[src/hw/rtl/ctp_pkg.sv]
// Package for the Cartesian-to-polar converter: constants, arctangent table
// and the control struct passed between pipeline stages. No dependencies.
package ctp_pkg;

  localparam int DEF_CORDIC_STAGES = 16;
  localparam int DEF_COORD_WIDTH   = 16;

  localparam int GUARD_BITS = 16;
  localparam int TABLE_LEN  = 24;
  localparam int ANG_FRAC   = 24;
  localparam int ZW         = 29;
  localparam int MAG_W      = 16;
  localparam int ANG_W      = 16;
  localparam int GAIN_W     = 30;

  localparam logic [GAIN_W-1:0]    INV_GAIN_Q30 = 30'd652032874;
  localparam logic signed [ZW-1:0] PI_Q24       = 29'sd52707179;
  localparam logic signed [ANG_W-1:0] ANG_MAX   = 16'sd25736;

  typedef struct packed {
    logic valid;
    logic origin;
  } ctp_ctl_t;

  // atan(2^-idx) in radians, Q.24, rounded to nearest.
  function automatic logic signed [ZW-1:0] atan_q24(input int idx);
    logic signed [ZW-1:0] val;
    case (idx)
      0:       val = 29'sd13176795;
      1:       val = 29'sd7778716;
      2:       val = 29'sd4110060;
      3:       val = 29'sd2086331;
      4:       val = 29'sd1047214;
      5:       val = 29'sd524117;
      6:       val = 29'sd262123;
      7:       val = 29'sd131069;
      8:       val = 29'sd65536;
      9:       val = 29'sd32768;
      10:      val = 29'sd16384;
      11:      val = 29'sd8192;
      12:      val = 29'sd4096;
      13:      val = 29'sd2048;
      14:      val = 29'sd1024;
      15:      val = 29'sd512;
      16:      val = 29'sd256;
      17:      val = 29'sd128;
      18:      val = 29'sd64;
      19:      val = 29'sd32;
      20:      val = 29'sd16;
      21:      val = 29'sd8;
      22:      val = 29'sd4;
      23:      val = 29'sd2;
      default: val = '0;
    endcase
    return val;
  endfunction

endpackage

[src/hw/rtl/ctp_stage.sv]
// One registered CORDIC vectoring micro-rotation.
// Depends on ctp_pkg for the arctangent table and the control struct.
module ctp_stage #(
  parameter int DW  = 35,
  parameter int IDX = 0
) (
  input  logic                        clk,
  input  logic                        rst_n,
  input  logic                        en,
  input  ctp_pkg::ctp_ctl_t           ctl_i,
  input  logic signed [DW-1:0]        x_i,
  input  logic signed [DW-1:0]        y_i,
  input  logic signed [ctp_pkg::ZW-1:0] z_i,
  output ctp_pkg::ctp_ctl_t           ctl_o,
  output logic signed [DW-1:0]        x_o,
  output logic signed [DW-1:0]        y_o,
  output logic signed [ctp_pkg::ZW-1:0] z_o
);

  ctp_pkg::ctp_ctl_t             ctl_r;
  logic signed [DW-1:0]          x_r, y_r, x_nxt, y_nxt;
  logic signed [ctp_pkg::ZW-1:0] z_r, z_nxt;

  // Rotate toward the x axis; the sign of y picks the direction.
  always_comb begin
    if (!y_i[DW-1]) begin
      x_nxt = x_i + (y_i >>> IDX);
      y_nxt = y_i - (x_i >>> IDX);
      z_nxt = z_i + ctp_pkg::atan_q24(IDX);
    end else begin
      x_nxt = x_i - (y_i >>> IDX);
      y_nxt = y_i + (x_i >>> IDX);
      z_nxt = z_i - ctp_pkg::atan_q24(IDX);
    end
  end

  always_ff @(posedge clk) begin
    if (!rst_n) begin
      ctl_r <= '0;
    end else if (en) begin
      ctl_r <= ctl_i;
    end
  end

  always_ff @(posedge clk) begin
    if (en) begin
      x_r <= x_nxt;
      y_r <= y_nxt;
      z_r <= z_nxt;
    end
  end

  assign ctl_o = ctl_r;
  assign x_o   = x_r;
  assign y_o   = y_r;
  assign z_o   = z_r;

endmodule

[config.mk]
export PLATFORM = sky130hd
export DESIGN_NAME = ctp_stage
export DESIGN_NICKNAME = d
export VERILOG_FILES = /design/src/hw/rtl/ctp_pkg.sv /design/src/hw/rtl/ctp_stage.sv
export SDC_FILE = /design/constraint.sdc
export NUM_CORES = 1
export LEC_CHECK = 0
export BUFFER_PORTS_ARGS = -buffer_cell sky130_fd_sc_hd__buf_2
export CAP_MARGIN = 20
export CORE_MARGIN = 10
export CORE_UTILIZATION = 35
export DETAILED_ROUTE_END_ITERATION = 12
export PLACE_DENSITY_LB_ADDON = 0.1
export SETUP_SLACK_MARGIN = 0.15
export SLEW_MARGIN = 25
export SYNTH_ARGS = -nofsm -noshare
export SYNTH_HDL_FRONTEND = slang
export SYNTH_SLANG_ARGS = --single-unit
[constraint.sdc]
create_clock -name clk -period 3.3 [get_ports clk]
set_input_delay 0.165 -clock clk [delete_from_list [all_inputs] [get_ports clk]]
set_output_delay 0.165 -clock clk [all_outputs]
set_load 0.02 [all_outputs]
==> qor.csv <==
stage,metric,value,unit
placement,DP HPWL,28.2,mm
floorplanning,number of top-level pins,205,
drt,Initial DRT Pass Iterations,5,
cts,htree depth,3,
timing,Slew @ Worst Pin,0.718,ns
floorplanning,Die Area,0.0367,sq mm
critical_path,Worst setup EP type,register,
logic_synthesis,Mapped Avg Cell Area,8.69,sq um
cts,clk slew on worst S/H paths,0.08,ns
logic_synthesis,Yosys reg bits,100,
cts,cts hold-fix bufs,0,
cts,Skew-Pair Late Insertion Delay,0.36,ns
critical_path,Setup Crit Path Kind,input pin to register,
logic_synthesis,fraction of registers with async set/reset,0,%
final_layout,Layout area overhead,18.9,%
critical_path,CP Data Arrival Time,3.16,ns
global_route,initial antenna violation count,0,
cts,CTS Buffer Depth,2,
hold_path,HP Class,input pin to register,
timing,achievable frequency,341,MHz
drt,metal2 WL,14.9,mm
floorplanning,Die Span Y,192,microns
floorplanning,Placeable Area,0.0289,sq mm
timing,RSZ-0062 raised after global routing,false,
outcome,outcome,finished clean,
drt,drt drc,0,
drt,M1 wire length,17.1,mm
final_layout,final cell count without fillers,1796,
drt,initial drt markers,701,
drt,Post-Route WL,34.7,mm
final_layout,ANT cells,0,
logic_synthesis,Synth cell types,82,
timing,Period minus WS final,2.93,ns
cts,setup bufs post-CTS,0,
critical_path,CP required,3.53,ns
final_layout,layout cells sized above 1,21.7,%
critical_path,startpoint types,input pin,
global_route,first-pass GRT wire length,53.8,mm
timing,Post-Route Setup TNS,0,ns
drt,detailed-route via count,9508,
logic_synthesis,"Seq/Total Area, Yosys",28.9,%
placement,port bufs,204,
critical_path,"most used cell, CP",a21oi_1,
drt,Max Used Layer,met4,
final_layout,final net count,1644,
timing,Slew Limit Fails,0,
final_layout,"most common cell after layout, fill and taps aside",buf_2,
logic_synthesis,Post-synth EDFFs,98,
placement,Inst Count DP,1780,
power,PD cells,408,mW/mm^2
critical_path,"slowest stage delay, CP",0.50,ns
floorplanning,starting density of the core,35.7,%
global_route,largest net degree at the start of global routing,56,
timing,final hold vios,0,
cts,CTS tree,yes,
timing,crit share post-route,88.8,%
drt,post-route ant nets,0,
power,Leak,0.00554,uW
floorplanning,row count,62,
job,Max Cap Viol,0,
logic_synthesis,Synth Instances,1187,
cts,CTS resizes,0,
final_layout,most frequent cells in the layout,"buf_2, a21oi_1, ha_1",
timing,final setup violation count,0,
critical_path,Worst path top cell family by delay,compound AO/OA/AOI/OAI gates,
cts,Root Buffer,clkbuf_16,
critical_path,Slowest cell on crit path,o311ai_1,
critical_path,Critical Path Fanout Max,3,
global_route,All-Layer GR Usage,18.4,%
placement,Final GP Congestion,0.924,
critical_path,CP Cell Sequence,buf_2 > inv_1 > ha_1 > fa_1 > nand2b_1 > a21o_1 > a21oi_1 > a21oi_1 > o21ai_1 > a211oi_2 > o311ai_1 > mux2i_1 > o2111a_1,
logic_synthesis,Syn. warnings,0,
timing,Fin Clk Skew,0,ns
cts,CTS sink cnt,100,
power,Total Power,5010,uW
drt,DR vias/cell,5.29,
drt,Met3 Routed Length,2.30,mm
logic_synthesis,most frequently used flop master after synthesis,edfxtp_1,
global_route,grt total ovfl,0,
power,VDD IR max,0.250,mV
timing,Rel. slew slack,52.1,%
floorplanning,Die X,192,microns
logic_synthesis,Mapped Nets,1424,
cts,cts bufs inserted,9,
logic_synthesis,cell area after synthesis,0.0103,sq mm
global_route,vias in the first global route,9595,
drt,WL/cell,19.3,microns
final_layout,Filler cells,3004,
critical_path,CP bufs+invs,2,
## sequential cells by signal, summed over array words and instances, names as in the netlist
signal,flops
ctl_o,2
x_o,35
y_o,34
z_o,29
## synthesized netlist by cell type, types with 7 or more instances
cell	instances	area share [%]
a21oi_1	148	7.2
ha_1	129	16
nor2_1	119	4.3
inv_1	102	3.7
edfxtp_1	98	29
xnor2_1	73	6.2
o21ai_0	63	3.1
nand2_1	55	2.0
a21o_1	35	2.5
nor3_1	21	1.0
o21bai_1	21	1.5
nor2b_1	19	1.2
mux2i_1	17	1.6
xor2_1	16	1.4
buf_2	15	0.73
clkbuf_1	14	0.51
nand3_1	14	0.68
nand2b_1	12	0.73
a211oi_1	11	0.80
a31oi_1	10	0.61
buf_1	10	0.36
nand4_1	10	0.61
a21boi_0	9	0.65
and2_1	8	0.49
o211ai_1	8	0.58
o21a_1	8	0.58
o21ai_1	8	0.39
or3_1	7	0.42
## layout make-up
cell class | count | area (sq um) | area share, %
sequential | 100 | 2980 | 24.3
inverter | 108 | 405 | 3.30
tap | 384 | 480 | 3.92
timing repair buffer | 256 | 1430 | 11.6
clock inverter | 6 | 47.5 | 0.388
multi-input combinational | 932 | 6690 | 54.6
clock buffer | 10 | 229 | 1.87
## per-stage QoR
step	hold WS, ns	setup slack (ns)	util, %	area, sq um
5_1_grt	0.0250	0.235	42.5	12300
6_report	0.0190	0.368	42.5	12300
3_5_place_dp	0.390	0.0300	41.6	12000
3_3_place_gp	0.388	0.101	41.6	12000
4_1_cts	0.00418	0.408	42.5	12300
2_1_floorplan	0.277	0.144	-	10300
## layer usage
layer,GRT usage [%],vias up
li1,-,4704
met1,26.1,4465
met2,28.5,315
met3,3.55,24
met4,3.73,0
met5,0,-
## cells by family (layout without fill, tap and decap cells)
kind of cell | after synthesis | count (layout) | share of synthesized area [%]
muxes | 18 | 18 | 1.76
AOI/OAI and AO/OA | 402 | 402 | 25.8
adders and majority gates | 133 | 133 | 16.4
buffers and inverters | 155 | 380 | 6.20
DFF | 100 | 100 | 28.9
and+or+nand+nor | 290 | 290 | 13.3
xor gates and xnor gates | 89 | 89 | 7.56
## where the power goes
| group | switching (uW) | internal (uW) | leakage, uW |
|---|---|---|---|
| sequential | 52.4 | 1680 | 0.000976 |
| clock | 552 | 521 | 0.000133 |
| combinational | 1390 | 817 | 0.00443 |
| total | 1990 | 3020 | 0.00554 |
## worst paths after layout
kind	start	endpoint	slack, ns	cells after the start
worst max-delay path	y_i[0]	y_o[30]	0.37	13
worst min-delay path	rst_n	ctl_o[0]	0.02	2
worst max register to register	ctl_o[1]	ctl_o[1]	2.70	2
worst min register to register	ctl_o[0]	ctl_o[0]	0.52	2
Power figures use the tool's default switching activity.
