--- src/hw/rtl/ctp_pkg.sv ---
// Package for the Cartesian-to-polar converter: constants, arctangent table
// and the control struct passed between pipeline stages. No dependencies.
package ctp_pkg;

  localparam int DEF_CORDIC_STAGES = 16;
  localparam int DEF_COORD_WIDTH   = 16;

  localparam int GUARD_BITS = 16;
  localparam int TABLE_LEN  = 24;
  localparam int ANG_FRAC   = 24;
  localparam int ZW         = 29;
  localparam int MAG_W      = 16;
  localparam int ANG_W      = 16;
  localparam int GAIN_W     = 30;

  localparam logic [GAIN_W-1:0]    INV_GAIN_Q30 = 30'd652032874;
  localparam logic signed [ZW-1:0] PI_Q24       = 29'sd52707179;
  localparam logic signed [ANG_W-1:0] ANG_MAX   = 16'sd25736;

  typedef struct packed {
    logic valid;
    logic origin;
  } ctp_ctl_t;

  // atan(2^-idx) in radians, Q.24, rounded to nearest.
  function automatic logic signed [ZW-1:0] atan_q24(input int idx);
    logic signed [ZW-1:0] val;
    case (idx)
      0:       val = 29'sd13176795;
      1:       val = 29'sd7778716;
      2:       val = 29'sd4110060;
      3:       val = 29'sd2086331;
      4:       val = 29'sd1047214;
      5:       val = 29'sd524117;
      6:       val = 29'sd262123;
      7:       val = 29'sd131069;
      8:       val = 29'sd65536;
      9:       val = 29'sd32768;
      10:      val = 29'sd16384;
      11:      val = 29'sd8192;
      12:      val = 29'sd4096;
      13:      val = 29'sd2048;
      14:      val = 29'sd1024;
      15:      val = 29'sd512;
      16:      val = 29'sd256;
      17:      val = 29'sd128;
      18:      val = 29'sd64;
      19:      val = 29'sd32;
      20:      val = 29'sd16;
      21:      val = 29'sd8;
      22:      val = 29'sd4;
      23:      val = 29'sd2;
      default: val = '0;
    endcase
    return val;
  endfunction

endpackage

--- src/hw/rtl/ctp_post.sv ---
// Gain correction and rounding after the CORDIC: two register stages
// (partial products, then sums) and the final rounding and clamping logic.
// Depends on ctp_pkg.
module ctp_post #(
  parameter int DW = 35
) (
  input  logic                          clk,
  input  logic                          rst_n,
  input  logic                          en,
  input  ctp_pkg::ctp_ctl_t             ctl_i,
  input  logic signed [DW-1:0]          x_i,
  input  logic signed [ctp_pkg::ZW-1:0] z_i,
  output ctp_pkg::ctp_ctl_t             ctl_o,
  output logic [ctp_pkg::MAG_W-1:0]     mag_o,
  output logic signed [ctp_pkg::ANG_W-1:0] ang_o
);

  localparam int MW        = (DW > 48) ? DW : 48;
  localparam int TOPW      = MW - 32;
  localparam int PW        = TOPW + ctp_pkg::GAIN_W;
  localparam int LW        = 16 + ctp_pkg::GAIN_W;
  localparam int TW        = MW + 15;
  localparam int RW        = ctp_pkg::ZW - 10;
  localparam int ANG_SHIFT = ctp_pkg::ANG_FRAC - 13;
  localparam logic [ctp_pkg::ZW:0] ANG_HALF = (ctp_pkg::ZW + 1)'(1) << (ANG_SHIFT - 1);
  localparam logic [TW-1:0] MAG_HALF = TW'(1) << (ctp_pkg::GAIN_W - 1);
  localparam logic [RW-1:0] ANG_LIM  = RW'(ctp_pkg::ANG_MAX);

  ctp_pkg::ctp_ctl_t ctl_a_r, ctl_b_r;

  // Multiply stage.
  logic [MW-1:0]             xu;
  logic [PW-1:0]             p_top_nxt, p_top_r;
  logic [LW-1:0]             p_mid_nxt, p_mid_r, p_lo_nxt, p_lo_r;
  logic [ctp_pkg::ZW-1:0]    zabs_nxt, zabs_r;
  logic                      zneg_a_r, zneg_b_r;

  // Sum stage.
  logic [TW-1:0]             t_nxt, t_r;
  logic [ctp_pkg::ZW:0]      rsum;
  logic [RW-1:0]             rang_nxt, rang_r;

  // Output logic.
  logic [TW-1:0]             msum;
  logic [TW-ctp_pkg::GAIN_W-1:0] mq;
  logic [ctp_pkg::MAG_W-1:0] mag_sat;
  logic signed [ctp_pkg::ANG_W-1:0] rclamp;

  // The final x is never negative, so it is split into three 16-bit-ish
  // slices to keep each product narrow.
  assign xu        = MW'($unsigned(x_i));
  assign p_top_nxt = PW'(xu[MW-1:32]) * PW'(ctp_pkg::INV_GAIN_Q30);
  assign p_mid_nxt = LW'(xu[31:16]) * LW'(ctp_pkg::INV_GAIN_Q30);
  assign p_lo_nxt  = LW'(xu[15:0]) * LW'(ctp_pkg::INV_GAIN_Q30);
  assign zabs_nxt  = z_i[ctp_pkg::ZW-1] ? $unsigned(-z_i) : $unsigned(z_i);

  assign t_nxt    = (TW'(p_top_r) << 16) + TW'(p_mid_r) + TW'(p_lo_r >> 16);
  assign rsum     = (ctp_pkg::ZW + 1)'(zabs_r) + ANG_HALF;
  assign rang_nxt = rsum[ctp_pkg::ZW:ANG_SHIFT];

  always_ff @(posedge clk) begin
    if (!rst_n) begin
      ctl_a_r <= '0;
      ctl_b_r <= '0;
    end else if (en) begin
      ctl_a_r <= ctl_i;
      ctl_b_r <= ctl_a_r;
    end
  end

  always_ff @(posedge clk) begin
    if (en) begin
      p_top_r  <= p_top_nxt;
      p_mid_r  <= p_mid_nxt;
      p_lo_r   <= p_lo_nxt;
      zabs_r   <= zabs_nxt;
      zneg_a_r <= z_i[ctp_pkg::ZW-1];
      t_r      <= t_nxt;
      rang_r   <= rang_nxt;
      zneg_b_r <= zneg_a_r;
    end
  end

  // Round half up, then saturate to the output width.
  assign msum    = t_r + MAG_HALF;
  assign mq      = msum[TW-1:ctp_pkg::GAIN_W];
  assign mag_sat = (|mq[TW-ctp_pkg::GAIN_W-1:ctp_pkg::MAG_W]) ? '1 : mq[ctp_pkg::MAG_W-1:0];

  // The angle was rounded as a magnitude, so the sign goes back on last.
  assign rclamp = (rang_r > ANG_LIM) ? ctp_pkg::ANG_MAX : $signed(rang_r[ctp_pkg::ANG_W-1:0]);

  assign ctl_o = ctl_b_r;
  assign mag_o = ctl_b_r.origin ? '0 : mag_sat;
  assign ang_o = ctl_b_r.origin ? '0 : (zneg_b_r ? -rclamp : rclamp);

endmodule

--- config.mk ---
export PLATFORM = sky130hd
export DESIGN_NAME = ctp_post
export DESIGN_NICKNAME = d
export VERILOG_FILES = /design/src/hw/rtl/ctp_pkg.sv /design/src/hw/rtl/ctp_post.sv
export SDC_FILE = /design/constraint.sdc
export NUM_CORES = 1
export LEC_CHECK = 0
export BUFFER_PORTS_ARGS = -buffer_cell sky130_fd_sc_hd__buf_2
export CAP_MARGIN = 25
export CORE_UTILIZATION = 30
export DETAILED_ROUTE_END_ITERATION = 8
export PLACE_DENSITY = 0.51
export SYNTH_ARGS = -nofsm -noshare
export SYNTH_HDL_FRONTEND = slang
export SYNTH_SLANG_ARGS = --single-unit
--- constraint.sdc ---
create_clock -name clk -period 19.8 [get_ports clk]
set_input_delay 3.96 -clock clk [delete_from_list [all_inputs] [get_ports clk]]
set_output_delay 3.96 -clock clk [all_outputs]
set_load 0.03 [all_outputs]
==> qor.csv <==
stage;metric;value;unit
status;outcome;complete, no violations;
logic_synthesis;Seq cells post-synth;171;
floorplanning;Core ar.;84100;um^2
logic_synthesis;largest cells by area after synthesis;fa_1 (28%), ha_1 (20%), edfxtp_1 (20%);
cells_and_area;Cell Count, Final, Fillers Out;3735;
floorplanning;die height;294;um
timing;Hold Fails Final Rpt;0;
cells_and_area;most common cell after layout, fill and taps aside;inv_1;
logic_synthesis;register area share after synthesis;19.9;%
logic_synthesis;async set-reset flop share out of synthesis;0;%
drt;DR DRC count;0;
timing;Slew HR;30.9;%
place;Buffers on Ports;102;
cells_and_area;share of cells above drive strength 1;6.42;%
clock_network;maximum clock path buffer count;2;
global_route;GRT overflow;0;
drt;drt pass-1 iters;5;
clock_network;Worst-path clk slew;0.08;ns
timing;Slew Limit Fails;0;
timing;Slew @ Worst Pin;1.01;ns
drt;WL per Instance;16.3;um
timing;maximum clock rate;98.0;MHz
drt;drt total wl;61000;um
timing;min Tclk post-route;10.20;ns
logic_synthesis;cell count after synthesis;2482;
clock_network;Clock Sinks;171;
drt;drt initial violations;812;
logic_synthesis;syn_area_per_cell;10.3;um^2
drt;Vias;16914;
clock_network;clock root buffer master;clkbuf_16;
cells_and_area;most frequent cells in the layout;inv_1 (573), ha_1 (417), fa_1 (355);
worst_setup_path;Worst EP arrival;10.42;ns
global_route;pin count of the biggest net entering global routing;70;
cells_and_area;Area Overhead vs Synth;9.82;%
floorplanning;die width;294;um
timing;Clock Skew;0.0115;ns
clock_network;hold buffer count at CTS;0;
global_route;first-pass GRT wire length;99100;um
cells_and_area;post-route cell area;28100;um^2
timing;setup TNS;0;ns
place;Place WS;9.13;ns
logic_synthesis;Synth area leader;fa_1;
drt;vias per std cell;4.53;
clock_network;TritonCTS clock tree;yes;
timing;worst setup margin;9.60;ns
flow_run;Max-Cap Viols;0;
drt;Post-DRT Antenna Nets;0;
floorplanning;die area;86500;um^2
clock_network;TritonCTS Buffers;17;
worst_setup_path;CP max FO;11;
floorplanning;Starting Density;30.4;%
global_route;initial antenna violation count;3;
logic_synthesis;Post-Synthesis Cell Area;25600;um^2
place;DP HPWL;53800;um
timing;Final period util;51.5;%
place;DP Area;27500;um^2
worst_setup_path;crit end category;register;
global_route;gr usage total;14.8;%
floorplanning;Rows;106;
clock_network;worst skew pair latency;0.46;ns
worst_setup_path;Critical Path RT;20.02;ns
logic_synthesis;Synth warnings;0;
logic_synthesis;Netlist cell types;66;
worst_setup_path;critical path type;in -> reg;
cells_and_area;Final nets;3429;
min_path;min-delay worst type;reg -> reg;
timing;unrepaired setup endpoints after global routing;no;
clock_network;Setup Fix Bufs, Post-CTS;0;
logic_synthesis;number of flops mapped to enable cells by yosys;167;
place;global placement routability congestion;0.904;
cells_and_area;Fillers;8691;
place;Placed Cells;3702;
clock_network;post-CTS sizing;0;
floorplanning;IO Count;103;
worst_setup_path;CP startpoint kind;input port;
global_route;vias in the first global route;17934;
timing;Final Setup Violations;0;
logic_synthesis;ys flop type;edfxtp_1;
cells_and_area;n_diodes;0;
clock_network;CTS H-tree lvls;4;
logic_synthesis;top-area cell type share of the netlist area;27.8;%
logic_synthesis;syn_nets;3323;
-- cells in the mapped netlist, types with 22 or more instances --
cell and count:
a21o_1 82, a21oi_1 124, clkbuf_1 22, edfxtp_1 167, fa_1 355, ha_1 417, inv_1 573, nand2_1 91
nand3_1 40, nor2_1 87, nor3_1 28, o21ai_0 68, xnor2_1 113, xor2_1 57
-- per-stage QoR --
stage / utilization (%) / hold WS, ns
6_report: 33.4 / 0.423
5_1_grt: 33.4 / 0.433
4_1_cts: 33.4 / 0.433
3_5_place_dp: 32.7 / 0.416
3_3_place_gp: 32.7 / 0.400
2_1_floorplan: - / 0.400
-- worst max-delay path, cell delays in order --
cell	delay [ns]
buf_2	0.24
inv_1	0.08
ha_1	0.32
xnor2_1	0.33
ha_1	0.34
xor2_1	0.18
ha_1	0.21
a21o_1	0.17
fa_1	0.55
fa_1	0.57
inv_1	0.06
fa_1	0.54
inv_1	0.04
ha_1	0.34
a21o_1	0.18
a211oi_1	0.33
o21bai_1	0.12
a21o_1	0.21
a221oi_1	0.74
or3_1	0.24
nand3_1	0.13
and4_1	0.21
or3_1	0.33
-- path summary, 6_finish.rpt --
kind,startpoint,end,slack [ns],cells past startpoint
worst max-delay path,x_i[14],p_lo_r[44],9.60,23
worst min-delay path,zneg_a_r,zneg_b_r,0.42,0
worst min register to register,zneg_a_r,zneg_b_r,0.42,0
worst max register to register,p_top_r[10],t_r[47],15.73,11
-- cells by family (layout without fill, tap and decap cells) --
group	Yosys count	count (layout)	share of synthesized area, %
simple gates	379	379	7.45
mux	6	6	0.240
compound gates	388	388	9.70
flops	171	171	19.9
xor+xnor	170	170	5.82
buf+inv	596	715	8.74
fa+ha+maj	772	772	48.1
-- final cells by class --
| cell class | count | area [um^2] | share of cell area (%) |
|---|---|---|---|
| multi-input combinational | 1715 | 18300 | 65.0 |
| timing repair buffer | 110 | 574 | 2.04 |
| sequential | 171 | 5090 | 18.1 |
| clock buffer | 17 | 425 | 1.51 |
| inverter | 573 | 2150 | 7.65 |
| tap | 1134 | 1420 | 5.05 |
| clock inverter | 15 | 178 | 0.632 |
-- registers in the layout, summed over array words and instances (netlist names) --
name      cells
p_mid_r      45
zabs_r       19
p_lo_r       29
t_r          21
p_top_r      32
rang_r       19
ctl_a_r       2
zneg_a_r      1
ctl_o         2
zneg_b_r      1
-- per-layer routing --
| metal | vias up | routed length [um] | GRT usage, % |
|---|---|---|---|
| met3 | 67 | 2150 | 2.23 |
| met2 | 299 | 28200 | 24.0 |
| met1 | 8153 | 29100 | 20.3 |
| li1 | 8389 | - | - |
| met5 | - | 36 | 0 |
| met4 | 6 | 1510 | 4.74 |
Power is not shown: default switching activity piles up to over one toggle a cycle in this logic, so the estimate is an artifact.
